==> src/design/xtt_pkg.sv <==
`timescale 1ns / 1ps

package xtt_pkg;

  localparam int XTT_TABLE_DEPTH = 64;

  localparam int KIND_W   = 2;
  localparam int STATUS_W = 3;
  localparam int COUNT_W  = 7;
  localparam int IN_DATA_W  = 80;
  localparam int OUT_DATA_W = 56;
  localparam int CFG_ADDR_W = 1;
  localparam int CFG_DATA_W = 16;

  localparam logic [KIND_W-1:0] KIND_REQUEST  = 2'd0;
  localparam logic [KIND_W-1:0] KIND_RESPONSE = 2'd1;
  localparam logic [KIND_W-1:0] KIND_TICK     = 2'd2;

  localparam logic [STATUS_W-1:0] ST_INSERTED = 3'd0;
  localparam logic [STATUS_W-1:0] ST_FULL     = 3'd1;
  localparam logic [STATUS_W-1:0] ST_MATCHED  = 3'd2;
  localparam logic [STATUS_W-1:0] ST_NOTFOUND = 3'd3;
  localparam logic [STATUS_W-1:0] ST_TICK     = 3'd4;

  localparam logic [CFG_ADDR_W-1:0] REG_TIMEOUT = 1'd0;
  localparam logic [CFG_ADDR_W-1:0] REG_PERIOD  = 1'd1;

  localparam logic [15:0] TIMEOUT_RESET = 16'd60;
  localparam logic [7:0]  PERIOD_RESET  = 8'd10;

  typedef struct packed {
    logic take_item;
    logic clr_step;
    logic scan_step;
    logic load_out;
  } cmd_t;

  typedef struct packed {
    logic clr_last;
    logic scan_last;
    logic needs_scan;
    logic out_busy;
  } stat_t;

endpackage

==> src/design/xtt_ctrl.sv <==
`timescale 1ns / 1ps

module xtt_ctrl (
  input  logic          clk,
  input  logic          rst,
  input  logic          s_valid,
  output logic          s_ready,
  input  xtt_pkg::stat_t stat,
  output xtt_pkg::cmd_t  cmd
);
  import xtt_pkg::*;

  typedef enum logic [2:0] {
    CLEAR,
    IDLE,
    SCAN,
    DRAIN,
    FINISH
  } state_t;

  state_t state;

  always_ff @(posedge clk) begin
    if (rst) begin
      state   <= CLEAR;
      s_ready <= 1'b0;
    end else begin
      case (state)
        CLEAR: begin
          if (stat.clr_last) begin
            state   <= IDLE;
            s_ready <= 1'b1;
          end
        end
        IDLE: begin
          if (s_valid && s_ready) begin
            s_ready <= 1'b0;
            state   <= stat.needs_scan ? SCAN : FINISH;
          end
        end
        SCAN: begin
          if (stat.scan_last) state <= DRAIN;
        end
        // last entry read comes back here
        DRAIN: begin
          state <= FINISH;
        end
        FINISH: begin
          if (!stat.out_busy) begin
            state   <= IDLE;
            s_ready <= 1'b1;
          end
        end
        default: begin
          state   <= CLEAR;
          s_ready <= 1'b0;
        end
      endcase
    end
  end

  always_comb begin
    cmd.clr_step  = (state == CLEAR);
    cmd.take_item = (state == IDLE) && s_valid && s_ready;
    cmd.scan_step = (state == SCAN);
    cmd.load_out  = (state == FINISH) && !stat.out_busy;
  end

endmodule

==> config.mk <==
export PLATFORM = sky130hd
export DESIGN_NAME = xtt_ctrl
export DESIGN_NICKNAME = d
export VERILOG_FILES = /design/src/design/xtt_pkg.sv /design/src/design/xtt_ctrl.sv
export SDC_FILE = /design/constraint.sdc
export NUM_CORES = 1
export LEC_CHECK = 0
export ABC_AREA = 1
export BUFFER_PORTS_ARGS = -buffer_cell sky130_fd_sc_hd__buf_2
export CORE_AREA = 2 2 39 41
export CTS_BUF_LIST = sky130_fd_sc_hd__clkbuf_4
export DETAILED_ROUTE_END_ITERATION = 16
export DIE_AREA = 0 0 41 43
export PLACE_DENSITY_LB_ADDON = 0.15
export SYNTH_ARGS = -nofsm -noshare
export SYNTH_HDL_FRONTEND = slang
export SYNTH_SLANG_ARGS = --single-unit
==> constraint.sdc <==
create_clock -name clk -period 1.2 [get_ports clk]
set_input_delay 0.06 -clock clk [delete_from_list [all_inputs] [get_ports clk]]
set_output_delay 0.06 -clock clk [all_outputs]
set_load 0.03 [all_outputs]
======== Word level (Yosys, flattened, before mapping) ========
Index checks and enable logic that the tools add are counted.
word-level totals
  bits in registers ....................... 4
  input port bits ......................... 7
  output and inout bits ................... 5
operators by class
  eq/ne operators ......................... 8
  mux-type cells .......................... 10
  bitwise gates (word level) .............. 1
  reductions and logical operators ........ 9
operators by type and width
  operator                                                          count
  3-bit 2-to-1 mux                                                  5
  3-bit one-hot mux with 5 select lines                             1
  2-bit inequality test (second input constant)                     4
  4-bit AND reduction                                               2
  3-bit by 2-bit == test with 1-bit output (second input constant)  2
  1-bit logical AND                                                 4
  1-bit one-hot mux with 4 select lines                             1
  3-bit by 1-bit == test with 1-bit output (second input constant)  1
  3-bit == test (second input constant)                             1
  3-bit zero test                                                   1
  1-bit 2-to-1 mux                                                  3
  2-bit OR reduction                                                1
  1-bit zero test                                                   1
  1-bit inverter                                                    1

======== Logic depth before layout (Yosys ltp) ========
  word-level depth ........................ 4
  gate-level depth with buffers ........... 8
  depth with buffers taken out ............ 8

======== Worst setup path after synthesis ========
OpenSTA, ideal clock, no wires.
  kind .................................... register -> output
  start point ............................. register s_ready
  end point ............................... output port cmd[3] in the netlist's numbering
  arrival time ............................ 1,522 ps
  setup slack ............................. -382 ps
  cell stages (with the launch flop) ...... 3
  buffers on the path ..................... 0
  cells stage by stage .................... dfxtp_1 nand2_1 nor4_1
RTL lines
  element                   line            RTL
  start: declaration        xtt_ctrl.sv:7   output logic s_ready,
  start signal: assignment  xtt_ctrl.sv:26  s_ready <= 1'b0;
  start signal: assignment  xtt_ctrl.sv:32  s_ready <= 1'b1;
  start signal: assignment  xtt_ctrl.sv:37  s_ready <= 1'b0;
  end: declaration          xtt_ctrl.sv:9   output xtt_pkg::cmd_t cmd

==> flow_summary.toml <==
[placed_design]
gp_congestion = 0.699
dp_hpwl_um = 639
port_buffers = 11
dp_cells = 83

[detailed_routing]
firstDrtPassIters = 2
via_count = 374
drtIter0Drc = 1
drc = 0
avgViaCountPerCell = 4.25
wl_per_cell_um = 9.60
drt-total-wl_um = 845
drtAntennaViolNets = 0

[layout]
most-common-layout-cells = "nand2_1 (14), nor2_1 (11), buf_2 (8), buf_4 (8)"
num-fill-cells = 158
antenna_cells = 0
multi_input_area_um2 = 226
layout_commonest_cell = "nand2_1"
area_growth_pct = 85.3
nNetsFinal = 81
final-seq-area_um2 = 91.3
drive_gt1_frac = 0.542
fin_cells = 88
finish.utilization = 0.377

[job]
cap_violations = 0

[synth]
syn_avg_cell_area_um2 = 5.52
synth_warnings = 0
ys_seq_area_frac = 0.284
synth_largest_area_cell = "dfxtp_1"
synth-seq-cells = 4
synth_top_area_share = 0.284
yosys-top-cells-area = "dfxtp_1 (28%), nand2_1 (20%), nor2_1 (20%)"
syn-num-nets = 58
synth_cells = 51
netlist_area_um2 = 282
yosysUniqueCellTypes = 13

[power]
power.density_nw_per_um2 = 2580
ir_drop_v = 0.000910
fin_total_pwr_mw = 1.35
leakagePower_nw = 0.268

[critical_path]
crit_path_max_incr_delay_ns = 0.39
endpoint_kind = "output port"
reg2reg_to = "state[2]"
endpoint = "cmd[0]"
critPathSlowestCell = "dfxtp_4"
crit_path_cell_trace = "inv_4 > buf_6 > nor3_2 > buf_4"
r2r_cells = 9
criticalPathCategory = "flop to output port"
crit_arrival_ns = 1.10
worstReg2RegStart = "state[0]"
cp.required_ns = 1.14
cp-startpoint = "state[2]"
cp-start-kind = "flop"
cp_max_fo = 6
rrSetupSlack_ns = 0.05

[worst_hold_path]
min_path_type = "primary input to flop"

[sta]
skew_ns = 0.00143
period_needed_ns = 1.16
rsz0062_at_grt = "true"
slew_viol_final = 0
tightest_slew_ns = 0.177
finalHoldViolCount = 0
setup_violations = 0
slew_headroom = 0.881
finalSetupTns_ns = 0
period_share = 0.969
max_freq_mhz = 860

[clock_network]
cts-root-buf = "clkbuf_4"
clk_pin_slew_ns = 0.04
clockBufferDepth = 2
clkLatencyLatePin_ns = 0.24
cts_tree = "done"
htree_levels = 1
cts.hold.buffers_added = 0
cts_made_buffers = 3
cts.sinks = 4

[die]
start_util = 0.203
dieArea_um2 = 1760
die_x_um = 41
ioPinCount = 12
die_height_um = 43
core_area_um2 = 1380
placement_rows = 14

[global_route]
grt_overflow = 0
grt_max_degree = 7
grt_usage = 0.116
grt_pass1_vias = 342
grt_pass1_wl_mm = 1.28
grt_antenna_before_repair = 0

[status]
outcome = "complete, no violations"
[worst max-delay path, delay by kind of cell, from the launching register on]
kind | cells | cell delay (ns)
buf+inv | 3 | 0.33
flops | 1 | 0.39
simple gates | 1 | 0.14
[repair_timing]
action                     CTS  global route
pin swaps                    1             4
gates resized for setup      9            17
setup buffers                2             2
setup endpoints to repair    3             7
[worst min path at each step]
stage	slack (ns)	from	cells past startpoint	endpoint
finish	0.09	rst	4	state[1]
global route	0.13	rst	4	state[0]
CTS	0.09	rst	4	state[1]
detailed placement	0.36	rst	4	s_ready
global placement	0.35	rst	4	s_ready
floorplan	0.19	stat[0]	1	cmd[0]
[sequential cells by signal, summed over array words and instances, names as in the netlist]
| register | flops |
|---|---|
| state | 3 |
| s_ready | 1 |
[cell usage after synthesis, drive strengths merged]
| master | n |
|---|---|
| nand3 | 3 |
| buf | 1 |
| a21oi | 1 |
| nand2 | 16 |
| nor3 | 2 |
| dfxtp | 4 |
| nand3b | 1 |
| inv | 6 |
| nor4 | 1 |
| nor2 | 16 |
[routing by layer]
metal / wire (um) / share of wire / GRT usage / up-vias
li1: - / - / - / 202
met1: 305 / 0.36 / 0.113 / 163
met2: 464 / 0.55 / 0.169 / 5
met3: 34 / 0.040 / 0.0471 / 4
met4: 40 / 0.047 / 0.120 / 0
met5: 0 / 0 / 0 / -
[area by class of cell]
type / count / area share
repair buffers: 19 / 0.257
multi-input cells: 40 / 0.434
inverters: 6 / 0.0528
well taps: 16 / 0.0384
flip-flops and latches: 4 / 0.175
clock buffers: 3 / 0.0432
[report_power, final]
group | internal, mW | leakage [nW] | switching (mW)
Sequential | 0.205 | 0.0351 | 0.0774
Clock | 0.112 | 0.0138 | 0.0609
Combinational | 0.376 | 0.219 | 0.514
[logic make-up (layout without fill, tap and decap cells)]
group	after synthesis	in the layout	share of synthesized area
simple gates	39	39	0.600
flops	4	4	0.284
compound gates	1	1	0.0178
buf+inv	7	28	0.0978
[stage by stage]
stage / setup slack (ns) / hold WS, ns / instance area, um^2
after floorplan: -0.0445 / 0.188 / 295
after global placement: 0.0150 / 0.352 / 410
after detailed placement: 0.0598 / 0.360 / 410
after CTS: 0.00751 / 0.0937 / 452
after global routing: -0.0209 / 0.126 / 522
final: 0.0368 / 0.0900 / 522
Power figures use the tool's default switching activity.
